## src/hdl/tlca_pkg.sv

```systemverilog
// ----------------------------------------------------------------------------
// tlca_pkg
// Shared codes and control types for the LCA engine.
// ----------------------------------------------------------------------------
`timescale 1ns / 1ps
package tlca_pkg;
    localparam logic [1:0] KIND_CLEAR = 2'd0;
    localparam logic [1:0] KIND_EDGE  = 2'd1;
    localparam logic [1:0] KIND_BUILD = 2'd2;
    localparam logic [1:0] KIND_QUERY = 2'd3;

    localparam logic [1:0] ST_OK       = 2'd0;
    localparam logic [1:0] ST_UNREACH  = 2'd1;
    localparam logic [1:0] ST_UNBUILT  = 2'd2;
    localparam logic [1:0] ST_FULL     = 2'd3;

    // Datapath operations issued by the controller.
    typedef enum logic [4:0] {
        OP_NONE,
        OP_CLR_HEAD,    // clear one adjacency head at sweep index
        OP_EDGE_RD,     // read heads of both endpoints
        OP_EDGE_W1,     // write first directed slot
        OP_EDGE_W2,     // write second directed slot
        OP_FV_CLR,      // clear one first-visit entry at sweep index
        OP_ROOT,        // push root
        OP_TOP_RD,      // read top frame
        OP_EDGE_LOOK,   // read edge slot of top cursor
        OP_EDGE_USE,    // update cursor, read target info
        OP_PUSH,        // push child
        OP_POP,         // pop frame
        OP_PARENT_RD,   // read new top for tour append
        OP_PARENT_APP,  // append parent to tour
        OP_SP_RD,       // read two sparse-table entries
        OP_SP_LVL,      // read their levels
        OP_SP_WR,       // write shallower
        OP_Q_FV,        // read first visits
        OP_Q_TAB,       // read first table entry
        OP_Q_LVL,       // read second table entry
        OP_Q_DONE       // read levels of both entries; answer chosen from them
    } op_t;

    typedef struct packed {
        op_t         op;
        logic [11:0] idx;     // sweep index / sparse start position
        logic [3:0]  lvl;     // sparse level
    } cmd_t;

    typedef struct packed {
        logic        stack_empty;
        logic        cursor_end;
        logic        child_ok;
        logic        edge_full;
        logic        edge_bad;
        logic        q_ok;
        logic        tables_ready;
        logic [12:0] tour_len;
    } stat_t;
endpackage

```

## src/hdl/tlca_ctrl.sv

```systemverilog
// ----------------------------------------------------------------------------
// tlca_ctrl
// Sequencer for clear, edge insert, build and query.
// ----------------------------------------------------------------------------
`timescale 1ns / 1ps
module tlca_ctrl #(
    parameter int MAX_NODES    = 1024,
    parameter int TABLE_LEVELS = 12
) (
    input  logic            clk,
    input  logic            rst_n,
    input  logic            in_valid,
    output logic            in_ready,
    input  logic [1:0]      kind,
    output logic [1:0]      kind_q,
    output logic            out_valid,
    input  logic            out_ready,
    input  tlca_pkg::stat_t stat,
    output tlca_pkg::cmd_t  cmd
);
    typedef enum logic [4:0] {
        S_INIT, S_IDLE, S_CLR, S_E_RD, S_E_W1, S_E_W2, S_B_CLR, S_B_ROOT,
        S_W_TOP, S_W_LOOK, S_W_USE, S_W_DEC, S_W_POP, S_W_PRD, S_W_PAPP,
        S_T_RD, S_T_LVL, S_T_WR, S_Q_FV, S_Q_TAB, S_Q_LVL, S_Q_DONE,
        S_Q_WAIT, S_RESP
    } state_t;

    state_t       state_reg;
    logic [11:0]  idx_reg;
    logic [3:0]   lvl_reg;
    logic [1:0]   kind_reg;
    logic [12:0]  win;

    assign kind_q   = kind_reg;
    assign in_ready = (state_reg == S_IDLE);
    assign out_valid = (state_reg == S_RESP);
    assign win      = 13'(idx_reg) + (13'(1) << lvl_reg);

    always_comb
    begin
        cmd.idx = idx_reg;
        cmd.lvl = lvl_reg;
        case (state_reg)
            S_INIT:   cmd.op = tlca_pkg::OP_CLR_HEAD;
            S_CLR:    cmd.op = tlca_pkg::OP_CLR_HEAD;
            S_E_RD:   cmd.op = tlca_pkg::OP_EDGE_RD;
            S_E_W1:   cmd.op = tlca_pkg::OP_EDGE_W1;
            S_E_W2:   cmd.op = tlca_pkg::OP_EDGE_W2;
            S_B_CLR:  cmd.op = tlca_pkg::OP_FV_CLR;
            S_B_ROOT: cmd.op = tlca_pkg::OP_ROOT;
            S_W_TOP:  cmd.op = tlca_pkg::OP_TOP_RD;
            S_W_LOOK: cmd.op = tlca_pkg::OP_EDGE_LOOK;
            S_W_USE:  cmd.op = tlca_pkg::OP_EDGE_USE;
            S_W_POP:  cmd.op = tlca_pkg::OP_POP;
            S_W_PRD:  cmd.op = tlca_pkg::OP_PARENT_RD;
            S_W_PAPP: cmd.op = tlca_pkg::OP_PARENT_APP;
            S_T_RD:   cmd.op = tlca_pkg::OP_SP_RD;
            S_T_LVL:  cmd.op = tlca_pkg::OP_SP_LVL;
            S_T_WR:   cmd.op = tlca_pkg::OP_SP_WR;
            S_Q_FV:   cmd.op = tlca_pkg::OP_Q_FV;
            S_Q_TAB:  cmd.op = tlca_pkg::OP_Q_TAB;
            S_Q_LVL:  cmd.op = tlca_pkg::OP_Q_LVL;
            S_Q_DONE: cmd.op = tlca_pkg::OP_Q_DONE;
            default:  cmd.op = tlca_pkg::OP_NONE;
        endcase
        if (state_reg == S_W_DEC && stat.child_ok)
            cmd.op = tlca_pkg::OP_PUSH;
    end

    // State and registered outputs.
    always_ff @(posedge clk or negedge rst_n)
    begin
        if (!rst_n)
        begin
            state_reg <= S_INIT;
            idx_reg   <= '0;
            lvl_reg   <= '0;
            kind_reg  <= '0;
        end
        else
        begin
            case (state_reg)
                // Empty every adjacency list once after reset.
                S_INIT:
                begin
                    idx_reg <= idx_reg + 1'b1;
                    if (32'(idx_reg) == MAX_NODES - 1)
                        state_reg <= S_IDLE;
                end
                S_IDLE:
                    if (in_valid)
                    begin
                        kind_reg <= kind;
                        idx_reg  <= '0;
                        case (kind)
                            tlca_pkg::KIND_CLEAR: state_reg <= S_CLR;
                            tlca_pkg::KIND_EDGE:  state_reg <= S_E_RD;
                            tlca_pkg::KIND_BUILD: state_reg <= S_B_CLR;
                            default:              state_reg <= S_Q_FV;
                        endcase
                    end
                S_CLR:
                begin
                    idx_reg <= idx_reg + 1'b1;
                    if (32'(idx_reg) == MAX_NODES - 1)
                        state_reg <= S_RESP;
                end
                S_E_RD:
                    state_reg <= (stat.edge_bad || stat.edge_full) ? S_RESP : S_E_W1;
                S_E_W1: state_reg <= S_E_W2;
                S_E_W2: state_reg <= S_RESP;
                S_B_CLR:
                begin
                    idx_reg <= idx_reg + 1'b1;
                    if (32'(idx_reg) == MAX_NODES - 1)
                        state_reg <= S_B_ROOT;
                end
                S_B_ROOT: state_reg <= S_W_TOP;
                S_W_TOP:
                    if (stat.stack_empty)
                    begin
                        lvl_reg <= 4'd1;
                        idx_reg <= '0;
                        state_reg <= S_T_RD;
                    end
                    else
                        state_reg <= S_W_LOOK;
                S_W_LOOK: state_reg <= stat.cursor_end ? S_W_POP : S_W_USE;
                S_W_USE:  state_reg <= S_W_DEC;
                S_W_DEC:  state_reg <= S_W_TOP;
                S_W_POP:  state_reg <= S_W_PRD;
                S_W_PRD:  state_reg <= stat.stack_empty ? S_W_TOP : S_W_PAPP;
                S_W_PAPP: state_reg <= S_W_TOP;
                S_T_RD:
                    if (32'(lvl_reg) >= TABLE_LEVELS || win > stat.tour_len)
                        state_reg <= S_RESP;
                    else
                        state_reg <= S_T_LVL;
                S_T_LVL:  state_reg <= S_T_WR;
                S_T_WR:
                begin
                    if (win + 1'b1 > stat.tour_len)
                    begin
                        idx_reg <= '0;
                        lvl_reg <= lvl_reg + 1'b1;
                    end
                    else
                        idx_reg <= idx_reg + 1'b1;
                    state_reg <= S_T_RD;
                end
                S_Q_FV:   state_reg <= S_Q_TAB;
                S_Q_TAB:  state_reg <= S_Q_LVL;
                S_Q_LVL:  state_reg <= S_Q_DONE;
                S_Q_DONE: state_reg <= S_Q_WAIT;
                S_Q_WAIT: state_reg <= S_RESP;
                S_RESP:   if (out_ready) state_reg <= S_IDLE;
                default:  state_reg <= S_IDLE;
            endcase
        end
    end
endmodule

```

## config.mk

```make
export PLATFORM = sky130hd
export DESIGN_NAME = tlca_ctrl
export DESIGN_NICKNAME = d
export VERILOG_FILES = /design/src/hdl/tlca_pkg.sv /design/src/hdl/tlca_ctrl.sv
export SDC_FILE = /design/constraint.sdc
export NUM_CORES = 1
export LEC_CHECK = 0
export ABC_AREA = 1
export BUFFER_PORTS_ARGS = -buffer_cell sky130_fd_sc_hd__buf_2
export CAP_MARGIN = 25
export CORE_UTILIZATION = 37
export DETAILED_ROUTE_END_ITERATION = 10
export PLACE_DENSITY = 0.63
export REMOVE_ABC_BUFFERS = 1
export SYNTH_ARGS = -nofsm -noshare
export SYNTH_HDL_FRONTEND = slang
export SYNTH_SLANG_ARGS = --single-unit
```

## constraint.sdc

```tcl
create_clock -name clk -period 5.9 [get_ports clk]
set_input_delay 0.59 -clock clk [delete_from_list [all_inputs] [get_ports clk]]
set_output_delay 0.59 -clock clk [all_outputs]
set_load 0.02 [all_outputs]
```

* Word level (Yosys, flattened, before mapping)
Memories as Yosys holds them, arrays and structs flattened.
Index checks and enable logic that the tools add are counted.
** Storage, ports and cells
- Register bits after elaboration :: 23
- Latch bits :: 0
- RAM bits :: 0
- ROM bits :: 160
- Input port bits :: 26
- Output and inout bits :: 25
- Logic and storage cells :: 80
- Memories :: 1
** Cells by class
- $add $sub $neg :: 4
- $mul :: 0
- Divide/modulo/power cells :: 0
- Order comparisons :: 3
- Equality and inequality tests :: 33
- Shift operators :: 1
- Muxes and demuxes :: 20
- Bitwise gates (word level) :: 0
- Reduce and logical (&&, ||, !) cells :: 14
** Memories
- (name not given) :: depth 32, bits a word 5, rd ports 1, clocked after Yosys merged registers in 0, wr ports 0, RTL line tlca_ctrl.sv:43 : case (state_reg)
** Operators by type and width (number)
- one-hot mux 5 bit (21 select lines) :: 1
- one-hot mux 12 bit (4 select lines) :: 1
- equality test 5 x 4 -> 1 bit, second input constant :: 8
- equality test 5 bit, second input constant :: 8
- two-way mux 12 bit :: 3
- two-way mux 5 bit :: 7
- greater-than comparator 13 bit :: 2
- equality test 5 x 3 -> 1 bit, second input constant :: 4
- one-hot mux 5 bit (3 select lines) :: 1
- adder 12 x 13 -> 13 bit :: 1
- adder 13 x 1 -> 13 bit, second input constant :: 1
- left shift 1 x 4 -> 13 bit, first input constant :: 1
- adder 12 x 1 -> 12 bit, second input constant :: 1
- equality test 12 x 10 -> 1 bit, second input constant :: 1
- two-way mux 3 bit :: 4
- != test 2 bit, second input constant :: 6
- equality test 5 x 2 -> 1 bit, second input constant :: 2
- two-way mux 4 bit :: 2
- one-hot mux 4 bit (2 select lines) :: 1
- AND reduction 3 bit :: 2
- OR reduction 3 bit :: 2
- equality test 5 x 1 -> 1 bit, second input constant :: 1
- zero test 5 bit :: 1
- AND reduction 5 bit :: 1
- 12 further kinds :: 13

* Depth between registers and ports, before layout
Gate-level depths: netlist (run 1).
- Depth after elaboration :: 6
- Gate-level depth with buffers :: 30

* Worst setup path after synthesis (run 1)
Ideal clock, no wire load.
- Path type :: register -> register
- From :: reg lvl_reg[0]
- To :: reg lvl_reg[0]
- Setup time :: 0.129 ns
- Arrival :: 3.947 ns
- Slack :: 1.825 ns
- Stages on the path, launching flop included :: 28
- Period minus slack after synthesis :: 4.075 ns
- Cells stage by stage :: dfrtp_1 -> inv_1 -> ha_1 -> inv_1 -> nor3_1 -> ha_1 -> inv_1 -> fa_1 -> inv_1 -> ha_1 -> inv_1 -> nor2_1 -> nand3_1 -> nor2_1 -> nand3_1 -> nor2_2 -> nand3_1 -> xor2_1 -> ha_1 -> nand4_1 -> nor3_1 -> o21ai_0 -> nand2_1 -> nand2_1 -> nand2_1 -> nand3_1 -> nand2_1 -> o21ai_0
** Between the ends
- Longest elaborated chain between the ends :: 6
** RTL lines
- start, declared :: RTL line tlca_ctrl.sv:30 : logic [3:0] lvl_reg;
- start signal, assigned :: RTL line tlca_ctrl.sv:145 : lvl_reg <= lvl_reg + 1'b1;
- left shift 1 x 4 -> 13 bit :: RTL line tlca_ctrl.sv:37 : assign win = 13'(idx_reg) + (13'(1) << lvl_reg);
- adder 12 x 13 -> 13 bit :: RTL line tlca_ctrl.sv:37
- adder 13 x 1 -> 13 bit :: RTL line tlca_ctrl.sv:142 : if (win + 1'b1 > stat.tour_len)
- greater-than comparator 13 bit :: RTL line tlca_ctrl.sv:142
- != test 2 bit (no line)
- AND reduction 3 bit (no line)
Parallel ways exist; a longest one is shown, timed or not. The select of a mux whose other input is x is not followed.
A chain may end at the register's enable or synchronous reset.

* Worst setup path in the final report (run 1)
Ends and elaborated chain as after synthesis.

==> results of run 1 <==
[where the power goes]
part,leakage (nW),switching (W),internal [W]
combinational,2.19,0.000612,0.000302
clock,0.0255,0.0000507,0.0000472
sequential,0.306,0.0000654,0.000194
total,2.52,0.000728,0.000543
[critical path: stages (launching register included)]
cell	delay, ps
dfrtp_1	450
inv_1	160
ha_1	170
inv_1	100
nor3_1	150
ha_1	250
inv_1	70
fa_1	470
inv_1	110
ha_1	180
inv_1	50
nor2_1	90
nand3_1	110
nor2_1	140
nand3_1	140
nor2_2	170
nand3_1	100
xor2_1	160
ha_1	300
nand4_1	150
nor3_1	140
o21ai_0	110
nand2_1	70
nand2_1	150
nand2_1	170
nand3_1	210
o21ai_0	220
[stage by stage]
step                total power [W]  area, um^2  setup WS, ps  util (%)  hold WS [ps]
floorplan                 0.0009222        3730          1813         -         294.4
global placement           0.001152        4136          1324     41.93         473.6
detailed placement         0.001174        4136          1206     41.93         474.8
CTS                        0.001278        4183          1193     42.40         306.0
global route               0.001417        4183         681.5     42.40         320.4
finish                     0.001271        4183          1224     42.40         288.3
[per-layer routing]
| layer | GRT usage, % | part of all wire, % | routed length (um) |
|---|---|---|---|
| met1 | 24.74 | 48 | 4654 |
| met2 | 33.23 | 46 | 4443 |
| met3 | 1.288 | 3.4 | 330 |
| met4 | 5.200 | 1.8 | 170 |
| met5 | 0 | 0 | 0 |
[layout make-up]
type                    count  area share (%)
repair buffers             48           5.743
flip-flops and latches     23           13.76
multi-input cells         475           64.49
well taps                 133           3.978
inverters                 121           10.92
clock inverters             1          0.1197
clock buffers               3          0.9871
[cells in the mapped netlist, types with 3 or more instances]
| cell type | number | area (um^2) |
|---|---|---|
| nor2_2 | 3 | 18.77 |
| nand3b_1 | 5 | 37.54 |
| xor2_1 | 9 | 78.83 |
| o21ai_0 | 22 | 110.1 |
| inv_1 | 116 | 435.4 |
| ha_1 | 52 | 650.6 |
| nor3_1 | 30 | 150.1 |
| a31oi_1 | 3 | 18.77 |
| nand2_1 | 178 | 668.1 |
| inv_2 | 4 | 15.01 |
| nand4_1 | 20 | 125.1 |
| nand3_2 | 3 | 30.03 |
| nand2_2 | 3 | 18.77 |
| buf_6 | 3 | 33.78 |
| dfrtp_1 | 23 | 575.6 |
| a21oi_1 | 20 | 100.1 |
| nand3_1 | 45 | 225.2 |
| nor2_1 | 53 | 198.9 |
[logic make-up (layout without fill, tap and decap cells)]
logic type,Yosys count,count (layout),share of synthesized area [%]
simple gates,349,349,41.30
buf+inv,128,173,13.49
compound gates,62,62,9.656
fa+ha+maj,53,53,17.72
flops,23,23,15.21
xor+xnor,10,10,2.315
mux,1,1,0.2976
[path summary, 6_finish.rpt]
check,start,slack (ps),endpoint
setup / recovery,lvl_reg[0]$_DFFE_PN0P_,1220,lvl_reg[0]$_DFFE_PN0P_
hold / removal,rst_n,290,kind_q[0]$_DFFE_PN0P_
setup reg to reg,lvl_reg[0]$_DFFE_PN0P_,1220,lvl_reg[0]$_DFFE_PN0P_
hold reg to reg,kind_q[1]$_DFFE_PN0P_,490,kind_q[1]$_DFFE_PN0P_
max in group asynchronous,rst_n,5250,lvl_reg[1]$_DFFE_PN0P_
min in group clk,kind_q[1]$_DFFE_PN0P_,490,kind_q[1]$_DFFE_PN0P_
==> flow_metrics.tcl, run 1 <==
set metrics [dict create \
    post_cts_resized 0 \
    area_delta_synth_final_pct 10.55 \
    initial_utilization_pct 38.36 \
    grt_max_degree 24 \
    post_cts_buffers 0 \
    gp_congestion 0.9903 \
    synthArstFlopShare_pct 100.0 \
    cap_violations 0 \
    cts_sinks 23 \
    rows 36 \
    startpoint_type "flop" \
    path_class "flop to flop" \
    synth_edf_count 0 \
    fmax_mhz 213.8 \
    hold_path_class "primary input to async pin" \
    h-tree-depth 1 \
    syn_area_um2 3784 \
    powerDensity_nw_per_um2 303.9 \
    drv_slew 0 \
    endpoint_kind "flop" \
    fin_crit_ps 4676 \
    clk_pin_slew_worst_paths_ps 80 \
    grt_pass1_wl_um 16140 \
    drive_above_1_share_pct 11.48 \
    drt_iter0_markers 213 \
    drcViolationCount 0 \
    tightest_slew_ps 640.3 \
    multi_input_area_um2 2698 \
    grt_pass1_vias 3676 \
    worst_ep_required_time_ps 6080 \
    cts_hold_buf 0 \
    core_um2 9864 \
    final_common_cell "nand2_1" \
    setup_viol 0 \
    via_count 4022 \
    fin_tns_setup_ps 0 \
    portBuffers 48 \
    vias_per_cell 5.002 \
    stdcell_count 804 \
    hold_viol 0 \
    ys_warn_count 0 \
    slew-limit-headroom_pct 56.21 \
    die_x_um 103.1 \
    track_usage_pct 18.84 \
    antenna_left 0 \
    cp_max_fo 8 \
    wl_per_cell_um 11.94 \
    clk_latency_ps 260 \
    p_leak_nw 2.521 \
    finalClockSkew_ps 5.279 \
    fillers 1086 \
    cts_buffers 3 \
    placed_cells 800 \
    rsz0062_at_grt "false" \
    routed_wl_um 9598 \
    finalCritPeriodShare_pct 79.26 \
    nets 751 \
    diodes 0 \
    mostFrequentLayoutCells "nand2_1 (178), inv_1 (116), nor2_1 (53), ha_1 (52), buf_2 (48)" \
    cts_tree "yes" \
    synthFlopType "dfrtp_1" \
    cts.path.max_buffers 2 \
    antenna_found_initial 0 \
    overflow 0 \
    register_area_um2 575.6 \
    dr.pass1.iters 5 \
    ys_seq_area_share_pct 15.21 \
    ir_drop_mv 0.2457 \
    largest_reg_flops 12 \
    synth.distinct_cells 44 \
    dp_hpwl_um 8083 \
    status "complete, no violations" \
    postSynthCellCount 626 \
    die_area_um2 10630 \
    ff2ff_path_depth 26 \
    cp_data_arrival_time_ps 4860 \
    die_y_um 103.1 \
    synth_area_per_cell_um2 6.044 \
    clock-root-buffer "clkbuf_8" \
    yosys_register_bits 23 \
    ios 51 \
]
Note: power is estimated with default switching activity, not from simulation.
==> inputs of run 2 (changes only) <==
ABC_AREA = 0   (was 1)
PLACE_DENSITY = 0.66   (was 0.63)
clock period = 3.9 ns   (was 5.9 ns; I/O delays follow)
==> flow_metrics.tcl, run 2 <==
set metrics [dict create \
    status "complete, but fails checks" \
    violations "negative setup slack" \
    path_class "flop to flop" \
    muxShareOfSynthArea_pct 1.269 \
    max_stage_delay_ps 450 \
    track_usage_pct 21.88 \
    postSynthCellCount 440 \
    clk_latency_ps 270 \
    initial_utilization_pct 38.83 \
    yosysMostFrequentCell "ha_1" \
    ys_warn_count 0 \
    synthArstFlopShare_pct 100.0 \
    cts_sinks 23 \
    finalClockSkew_ps 5.051 \
    antenna_found_initial 0 \
    startpoint_type "flop" \
    clk_pin_slew_worst_paths_ps 90 \
    hold_path_class "primary input to async pin" \
    wl_per_cell_um 16.38 \
    nets 643 \
    postLayoutSetupSlackWorst_ps -468.4 \
    die_area_um2 9720 \
    synth_top_cell_by_area "ha_1" \
    fin_area_um2 4808 \
    fin_util_pct 54.08 \
    slew-limit-headroom_pct 40.56 \
    crit_chain "buf_4 > ha_2 > nand2_1 > inv_2 > ha_4 > a211oi_4 > nor2_2 > o31a_1 > o2111a_2 > o211ai_4 > nor2_2 > xnor2_1 > ha_1 > nand4_1 > nor2_1 > o21ai_1 > a21oi_2 > buf_4 > o31ai_4 > buf_6 > a211oi_4 > buf_6 > o21ai_1" \
    overflow 0 \
    drcViolationCount 0 \
    synthFlopType "dfrtp_1" \
    p_leak_nw 2.357 \
    ir_drop_mv 0.4179 \
    via_count 3769 \
    core_um2 8891 \
    hold_viol 0 \
    grt_pass1_vias 3620 \
    synth-simple-area-share_pct 22.62 \
    synth_top_family_by_area "compound AO/OA/AOI/OAI gates" \
    gp_congestion 0.8454 \
    rows 34 \
    ys_seq_area_share_pct 16.67 \
    worst_ep_required_time_ps 4060 \
    powerDensity_nw_per_um2 399.2 \
    cts.path.max_buffers 2 \
    vias_per_cell 5.617 \
    tightest_slew_ps 891.6 \
    largest_reg_flops 12 \
    synth_area_per_cell_um2 7.846 \
    cp_data_arrival_time_ps 4530 \
    cp_max_fo 5 \
    antenna_left 0 \
    die_y_um 98.59 \
    cts_tree "yes" \
    portBuffers 48 \
    routed_wl_um 10990 \
    area_delta_synth_final_pct 39.29 \
    diodes 0 \
    h-tree-depth 1 \
    synth-adder-area-share_pct 19.43 \
    grt_pass1_wl_um 17290 \
    place_area_um2 4294 \
    synthTopCellsByArea "ha_1 (19%), dfrtp_1 (17%), o21ai_0 (4.9%)" \
    cts_buffers 3 \
    synth.distinct_cells 71 \
    synth_compound_area_share_pct 27.51 \
    synth_top_area_share_pct 18.85 \
    mostFrequentLayoutCells "buf_4 (78), buf_2 (48), ha_1 (39), inv_1 (38), nand2_1 (32)" \
    synth-xor-area-share_pct 5.582 \
    ios 51 \
    setup_viol 19 \
    fin_crit_ps 4368 \
    syn_area_um2 3452 \
    dr.pass1.iters 5 \
    drv_slew 0 \
    die_x_um 98.59 \
    grt_max_degree 27 \
    cap_violations 0 \
    power_w 0.001919 \
    final_common_cell "buf_4" \
    clock-root-buffer "clkbuf_8" \
    synth_commonest_cells "ha_1 (52), inv_1 (42), nor2_1 (35)" \
    rsz0062_at_grt "true" \
    dp_hpwl_um 7892 \
    yosys_register_bits 23 \
    endpoint_kind "flop" \
    fmax_mhz 228.9 \
    cp_slowest_cell "dfrtp_1" \
    drive_above_1_share_pct 38.37 \
    finalCritPeriodShare_pct 112.0 \
    synth_edf_count 0 \
    drt_iter0_markers 129 \
]
[run 2: cell types whose count changed in the layout (fill, tap and decap cells not counted), moves of 9 or more]
cell,change
inv_1,-78
nand4_1,-14
nor2_1,-22
ha_4,+10
nor3_1,-24
nand3_1,-26
nand2_1,-146
buf_4,+78
ha_1,-13
nor2b_1,+9
[run 2: power breakdown]
part / internal, W / switching (W)
logic: 0.000624 / 0.000765
clock network: 0.0000714 / 0.0000806
registers: 0.000281 / 0.0000964
[run 2: cells by family (layout without fill, tap and decap cells)]
kind of cell    count (synthesis)  in the layout
simple gates                  151            151
compound gates                131            131
buf+inv                        56            179
fa+ha+maj                      53             53
flops                          23             23
xor+xnor                       22             22
mux                             4              4
[run 2: layer usage]
metal / up-vias / part of all wire [%] / track usage, %
met1: 1796 / 42 / 27.62
met5: - / 0 / 0
met3: 26 / 4.0 / 1.348
met4: 0 / 3.0 / 8.037
li1: 1830 / - / -
met2: 117 / 51 / 39.33
[run 2: timing repair]
action,in CTS,in global routing
pin swaps,31,13
hold buffers,0,0
resized for setup,58,23
buffers inserted,11,2
setup endpoints to repair,19,19
[run 2: stage by stage]
stage | setup WS (ps) | cells | hold slack [ps] | TNS (ps)
after floorplan | -515.2 | 426 | 94.41 | -6616
after global placement | -440.9 | 655 | 388.0 | -6380
after detailed placement | -522.6 | 655 | 389.2 | -7861
after CTS | -357.9 | 669 | 94.65 | -5444
after global routing | -661.5 | 671 | 117.6 | -10930
final | -468.4 | 671 | 88.90 | -7180
[run 2: critical path: cells and delay by family (launching register included)]
family / cells / cell delay (ps)
compound gates: 9 / 1730
fa+ha+maj: 3 / 730
simple gates: 5 / 530
xor+xnor: 1 / 130
flops: 1 / 450
buf+inv: 5 / 670
[run 2: final timing paths]
check | slack (ps) | depth (start not counted) | start | endpoint
setup reg to reg | -470 | 23 | lvl_reg[0]$_DFFE_PN0P_ | idx_reg[8]$_DFFE_PN0P_
hold reg to reg | 510 | 1 | kind_q[1]$_DFFE_PN0P_ | kind_q[1]$_DFFE_PN0P_
min in group clk | 350 | 2 | out_ready | state_reg[4]$_DFFE_PN0P_
max in group asynchronous | 3430 | 1 | rst_n | lvl_reg[1]$_DFFE_PN0P_
hold / removal | 90 | 1 | rst_n | idx_reg[3]$_DFFE_PN0P_
setup / recovery | -470 | 23 | lvl_reg[0]$_DFFE_PN0P_ | idx_reg[8]$_DFFE_PN0P_
[run 2: layout make-up]
type | count | area (um^2)
Clock buffer | 3 | 41.29
Clock inverter | 1 | 5.005
Fill cell | 785 | 4083
Inverter | 42 | 157.7
Multi-Input combinational cell | 361 | 2988
Sequential cell | 23 | 576.8
Tap cell | 108 | 135.1
Timing Repair Buffer | 133 | 904.6
==> inputs of run 3 (changes only) <==
ABC_AREA = 1   (was 0)
PLACE_DENSITY = 0.65   (was 0.66)
==> flow_metrics.tcl, run 3 (synthesis results as in run 1) <==
set metrics [dict create \
    status "complete, but fails checks" \
    violations "negative setup slack" \
    p_leak_nw 2.763 \
    fin_tns_setup_ps -1090 \
    slew-limit-headroom_pct 54.57 \
    fmax_mhz 250.1 \
    antenna_left 0 \
    hold_viol 0 \
    drive_above_1_share_pct 26.46 \
    drt_iter0_markers 223 \
    diodes 0 \
    rsz0062_at_grt "true" \
    gp_congestion 0.8984 \
    endpoint_kind "flop" \
    core_um2 9864 \
    path_class "flop to flop" \
    drv_slew 0 \
    nets 798 \
    initial_utilization_pct 38.36 \
    power_w 0.002249 \
    cp_data_arrival_time_ps 4170 \
    routed_wl_um 10490 \
    drcViolationCount 0 \
    crit_path_frequent_cell "inv_2" \
    portBuffers 48 \
    fin_crit_ps 3999 \
    cts_tree "yes" \
    worst_ep_required_time_ps 4070 \
    die_y_um 103.1 \
    cp_max_fo 7 \
    clk_pin_slew_worst_paths_ps 80 \
    rows 36 \
    final_common_cell "nand2_1" \
    grt_pass1_wl_um 17330 \
    cap_violations 0 \
    antenna_found_initial 0 \
    fillers 1022 \
    overflow 0 \
    dr.pass1.iters 5 \
    track_usage_pct 20.28 \
    hold_path_class "primary input to async pin" \
    ir_drop_mv 0.3925 \
    via_count 4254 \
    grt_pass1_vias 3904 \
    clock-root-buffer "clkbuf_8" \
    die_x_um 103.1 \
    vias_per_cell 4.999 \
    cp_slowest_cell "fa_2" \
    ios 51 \
    largest_reg_flops 12 \
    clk_latency_ps 270 \
    tightest_slew_ps 676.3 \
    mostFrequentLayoutCells "nand2_1 (162), inv_1 (105), buf_2 (48), buf_4 (44)" \
    setup_viol 16 \
    die_area_um2 10630 \
    postLayoutSetupSlackWorst_ps -98.66 \
    finalCritPeriodShare_pct 102.5 \
    finalClockSkew_ps 3.314 \
    dp_hpwl_um 8411 \
    wl_per_cell_um 12.33 \
    max_stage_delay_ps 460 \
    cts_sinks 23 \
    cts_hold_buf 0 \
    startpoint_type "flop" \
    grt_max_degree 24 \
    reg2reg_slack_ps -100 \
    powerDensity_nw_per_um2 465.0 \
    area_delta_synth_final_pct 27.81 \
    cts_buffers 3 \
    h-tree-depth 1 \
    cts.path.max_buffers 2 \
]
run 3: stage by stage:
stage                     area (um^2)  hold slack, ps  setup slack (ps)  util [%]  cells
after floorplan                  3730           94.41            -187.3         -    619
after global placement           4437           392.1            -232.4     44.98    840
after detailed placement         4437           400.4            -359.9     44.98    840
after CTS                        4639           106.0            -158.9     47.03    848
after global routing             4836           134.2            -373.8     49.02    851
final                            4836           94.79            -98.66     49.02    851
run 3: metal layers:
metal	up-vias	wire length, um	track usage, %
li1	2197	-	-
met1	1943	4962	27.16
met2	102	4998	35.79
met3	12	395	0.7458
met4	0	137	5.200
met5	-	0	0
run 3: critical path, delay by kind of cell (launching register included):
| family | cells | cell delay, ps |
|---|---|---|
| compound gates | 2 | 280 |
| buf+inv | 9 | 730 |
| flops | 1 | 410 |
| fa+ha+maj | 4 | 980 |
| xor+xnor | 1 | 130 |
| simple gates | 12 | 1360 |
run 3: cell type report:
class                           count  area [um^2]  share of cell area [%]
Clock buffer                        3        41.29                  0.8538
Timing Repair Buffer               95        604.3                   12.50
Sequential cell                    23        575.6                   11.90
Tap cell                          133        166.4                   3.441
Inverter                          121        456.7                   9.444
Clock inverter                      1        5.005                  0.1035
Multi-Input combinational cell    475         2987                   61.76
run 3: path summary, 6_finish.rpt:
check,startpoint,to,cells past startpoint
worst max-delay path,lvl_reg[1]$_DFFE_PN0P_,idx_reg[2]$_DFFE_PN0P_,28
worst min-delay path,rst_n,kind_q[1]$_DFFE_PN0P_,1
worst max register to register,lvl_reg[1]$_DFFE_PN0P_,idx_reg[2]$_DFFE_PN0P_,28
worst min register to register,kind_q[1]$_DFFE_PN0P_,kind_q[1]$_DFFE_PN0P_,2
max in group asynchronous,rst_n,lvl_reg[0]$_DFFE_PN0P_,1
min in group clk,out_ready,state_reg[4]$_DFFE_PN0P_,4
run 3: what timing repair did:
item	CTS	global route
resized for setup	36	58
pin swaps	20	25
hold endpoints to repair	0	0
buffers inserted	4	3
setup endpoints to repair	16	19
run 3: report_power, final:
group	switching [W]	internal [W]
registers	0.0000957	0.000293
clock network	0.0000790	0.0000714
logic	0.00105	0.000658
